--- src/hdl/power_iteration_eigen_unit_macros.svh ---
// ----------------------------------------------------------------------------
// power_iteration_eigen_unit_macros.svh
// Assertion macros shared by the power iteration unit.
// ----------------------------------------------------------------------------
`ifndef POWER_ITERATION_EIGEN_UNIT_MACROS_SVH
`define POWER_ITERATION_EIGEN_UNIT_MACROS_SVH

// Assert that a property holds at every rising edge of clk, off during reset.
`define PIE_ASSERT(label, prop, msg) \
	label: assert property (@(posedge clk) disable iff (!arst_n) (prop)) else $error(msg);

// Assert a non-overlapping implication.
`define PIE_IMPLIES(label, lhs, rhs, msg) \
	label: assert property (@(posedge clk) disable iff (!arst_n) (lhs) |=> (rhs)) \
		else $error(msg);

`endif

--- src/hdl/pie_ram.sv ---
// ----------------------------------------------------------------------------
// pie_ram
// Generic single-port-write, single-port-read RAM with registered read.
// ----------------------------------------------------------------------------
module pie_ram #(
	parameter int WIDTH = 32,
	parameter int DEPTH = 64
) (
	input  logic                     clk,
	input  logic                     we,
	input  logic [$clog2(DEPTH)-1:0] waddr,
	input  logic [WIDTH-1:0]         wdata,
	input  logic [$clog2(DEPTH)-1:0] raddr,
	output logic [WIDTH-1:0]         rdata
);
	logic [WIDTH-1:0] mem_q [DEPTH];

	always_ff @(posedge clk) begin
		if (we) begin
			mem_q[waddr] <= wdata;
		end
		rdata <= mem_q[raddr];
	end
endmodule

--- config.mk ---
export PLATFORM = sky130hd
export DESIGN_NAME = pie_ram
export DESIGN_NICKNAME = d
export VERILOG_FILES = /design/src/hdl/power_iteration_eigen_unit_macros.svh /design/src/hdl/pie_ram.sv
export SDC_FILE = /design/constraint.sdc
export NUM_CORES = 2
export LEC_CHECK = 0
export ABC_AREA = 1
export BUFFER_PORTS_ARGS = -buffer_cell sky130_fd_sc_hd__buf_4
export CORE_MARGIN = 3
export CORE_UTILIZATION = 35
export DETAILED_ROUTE_END_ITERATION = 8
export HOLD_SLACK_MARGIN = 0.15
export PLACE_DENSITY = 0.52
export RECOVER_POWER = 25
export SLEW_MARGIN = 10
export SYNTH_ARGS = -nofsm -noshare
export SYNTH_HDL_FRONTEND = slang
export SYNTH_SLANG_ARGS = --single-unit
--- constraint.sdc ---
create_clock -name clk -period 9 [get_ports clk]
set_input_delay 2.7 -clock clk [delete_from_list [all_inputs] [get_ports clk]]
set_output_delay 2.7 -clock clk [all_outputs]
set_load 0.02 [all_outputs]
==> Implementation_results.wiki <==
{| class="wikitable"
! Metric !! Value
|-
| Layout Cells excl Fill || about 10,000
|-
| Commonest cells after routing, fill and taps aside || nand2_1, edfxtp_1, nand3_1
|-
| Cell taking the most area after synthesis || edfxtp_1
|-
| Fmax || 0.1891 GHz
|-
| Cell breakdown of the critical path || buf_8 > buf_12 > buf_4 > nand2_1 > nand3_1 > nand3_1 > nand3_1 > nand3_1 > nand2_1 > nand2_1 > nand2_1
|-
| Area inside the core boundary || ~230,000 um2
|-
| Final hold violation count || 0
|-
| Leading cell type in the layout, fill and taps excluded || nand2_1
|-
| Clock Tree Buf Depth || 3
|-
| Sequential cell area fraction in the yosys report || 0.7510
|-
| Final Cell Area || ~93,000 um2
|-
| Proportion of layout cells with a drive suffix above 1 || 0.07693
|-
| Reg2reg setup slack || 7290 ps
|-
| Routed WL per cell || 25.84 um
|-
| Worst R2R End || rdata[23]
|-
| Via count of the routed design || ~53,000
|-
| Buffers inserted during post-CTS setup optimization || 0
|-
| CTS Hold Bufs || 0
|-
| Post-detailed-placement cell area || ~87,000 um2
|-
| Total Wirelength || around 260,000 um
|-
| Gr ovfl total || 0
|-
| Register-to-Register Path Depth || 8
|-
| Sink count of the clock tree || 2,080
|-
| H-tree depth || 4
|-
| Post-detailed-route via-to-cell ratio || 5.298
|-
| Largest clock skew in the final design || ~38 ps
|-
| Number of cells produced by synthesis || a little under 7,000
|-
| Number of violations of the max-capacitance limit || 25
|-
| Global-route wire length before repair || 373,500 um
|-
| Status || finished with violations
|-
| Share of Yosys cell area claimed by the top area cell type || 0.7433
|-
| Hold worst-path end || rdata[5]
|-
| TritonCTS Buffers || 212
|-
| Number of iterations in the first detailed-routing pass || 5
|-
| Hpwl dp || ~130,000 um
|-
| Cell at the root of the clock tree || clkbuf_16
|-
| Power density relative to cell area || 220.4 nW/um2
|-
| Violated checks || max-capacitance violations, max-slew violations
|-
| Worst-path maximum fanout || about 150
|-
| Unrepaired setup endpoints after global routing || no
|-
| Startpoint-to-endpoint class of the critical path || primary input to flop
|-
| Slowest cell on the critical path || buf_4
|-
| Largest net degree at the start of global routing || between 200 and 250
|-
| Drt drc || 0
|-
| Portion of the clock cycle consumed by the worst path in the final layout || 0.5876
|-
| Type of element capturing the critical path || flop
|-
| Grt met2 use || 0.3427
|-
| Util after Layout || 0.3988
|-
| GRT Resource Usage Total || 0.2094
|-
| Post-route ant nets || 0
|-
| Initial Utilization || 0.3538
|-
| Initial DRC Count || 5,519
|-
| Source of the worst register-to-register timing path || mem_q[13][23]
|-
| Die area || about 240,000 um2
|-
| Final net count || about 6,800
|-
| Syn Area/Cell || 12.22 um2
|-
| Endpoint arrival time on the critical path || 6060 ps
|-
| Ys Warns || 0
|-
| GP Congestion || 0.7762
|-
| Vertical die dimension || approximately 490 um
|-
| Area contributors post-synth || edfxtp_1, nand3_1, nand2_1
|-
| Total standard cell area after synthesis || between 80,000 and 90,000 um2
|-
| Distinct cells, synth || 16
|-
| Instance count along the most critical hold path || 8
|-
| Port buffer count || 77
|-
| Leakage || between 0.03 and 0.04 uW
|-
| Number of resized instances in the post-cts repair step || 0
|-
| Antenna violations before repair || 13
|-
| Met3 capacity usage during global routing || 0.02861
|-
| Width of the die || between 400 and 500 um
|-
| Vias in the first global route || roughly 51,000
|-
| Skew-Pair Late Insertion Delay || ~860 ps
|-
| Final slew viol count || 1,693
|-
| Category of the worst setup path launch point || primary input
|-
| Worst relative slew slack || -1.296
|-
| Post-synth net total || about 6,800
|-
| Row Count || between 150 and 200
|-
| Clock transition at the registers of the reported paths || 60 ps
|-
| Crit-path max cell delay || roughly 900 ps
|-
| Max IR drop VDD || just over 0.2 mV
|-
| Clock tree from TritonCTS || done
|-
| Fill cells || around 22,000
|-
| Summed negative setup slack over all endpoints || 0 ps
|-
| Setup-violating endpoint count in the final report || 0
|-
| Final critical delay including setup and external delays || approximately 5300 ps
|-
| Hold path startpoint || mem_q[30][5]
|-
| Synthesis-to-layout area growth || 12.71%
|-
| Class of the most critical hold timing path || flop to flop
|-
| Layer carrying the most global-route usage || met2
|-
| Synthesized flop and latch total || roughly 2,100
|-
| Worst slew pin tran || between 3000 and 4000 ps
|-
| Placed Instances || 9,650
|-
| Met1 routing resource usage after global routing || 0.2881
|-
| Number of primary I/O pins || 78
|-
| CP Data Required Time || approximately 9800 ps
|-
| Start point of the critical path || raddr[0]
|}
## cells in the mapped netlist
cell type,number
nand2_1,2248
buf_8,2
clkbuf_1,77
nand3_1,1907
edfxtp_1,2048
dfxtp_1,32
nand4_1,9
inv_1,9
nor2_1,56
buf_6,3
nor4_1,8
buf_2,282
inv_2,2
inv_4,1
buf_1,40
buf_4,45
## per-stage QoR
stage / power [uW] / hold WS [ps] / setup slack [ps]
global route: 21200 / 890.3 / 3622
floorplan: 11630 / 721.4 / 2170
CTS: 20710 / 810.1 / 3807
global placement: 12250 / 797.8 / 2910
detailed placement: 12260 / 800.2 / 2870
finish: 20560 / 803.9 / 3711
## state kept, by name (all words and copies together) (netlist names)
name,flops
mem_q,2048
rdata,32
## worst max-delay path, delay by kind of cell
family	cells	cell delay (ps)
and+or+nand+nor	8	1330
buffers and inverters	3	1730
## power breakdown
part / internal [uW] / switching (uW)
clock network: 4720 / 3780
registers: 10700 / 45.0
logic: 286 / 984
## how the worst max path moves through the flow
stage              endpoint  slack [ps]
2_1_floorplan  mem_q[48][0]        2170
3_3_place_gp      rdata[23]        2910
3_5_place_dp      rdata[23]        2870
4_1_cts           rdata[23]        3810
5_1_grt           rdata[23]        3620
6_report          rdata[19]        3710
## kinds of logic (layout without fill, tap and decap cells)
kind of cell / count (synthesis) / after routing / share of synthesized area
AND/OR/NAND/NOR: 4228 / 4228 / 0.2212
buffers and inverters: 461 / 607 / 0.02779
flip-flops: 2080 / 2080 / 0.7510
other: 0 / 5 / 0
## layer usage
metal,part of all wire,routed length [um]
met1,0.43,111100
met2,0.48,125100
met3,0.059,15200
met4,0.032,8290
met5,0.000089,23
## cell type report
cell class,instances,area (um2),share of cell area
clock inverters,93,798.3,0.008560
flip-flops and latches,2080,62140,0.6663
inverters,12,81.33,0.0008721
well taps,3132,3919,0.04202
multi-input cells,4228,18770,0.2013
diodes,5,12.51,0.0001342
repair buffers,198,1644,0.01763
clock buffers,304,5891,0.06317
Power figures use the tool's default switching activity.
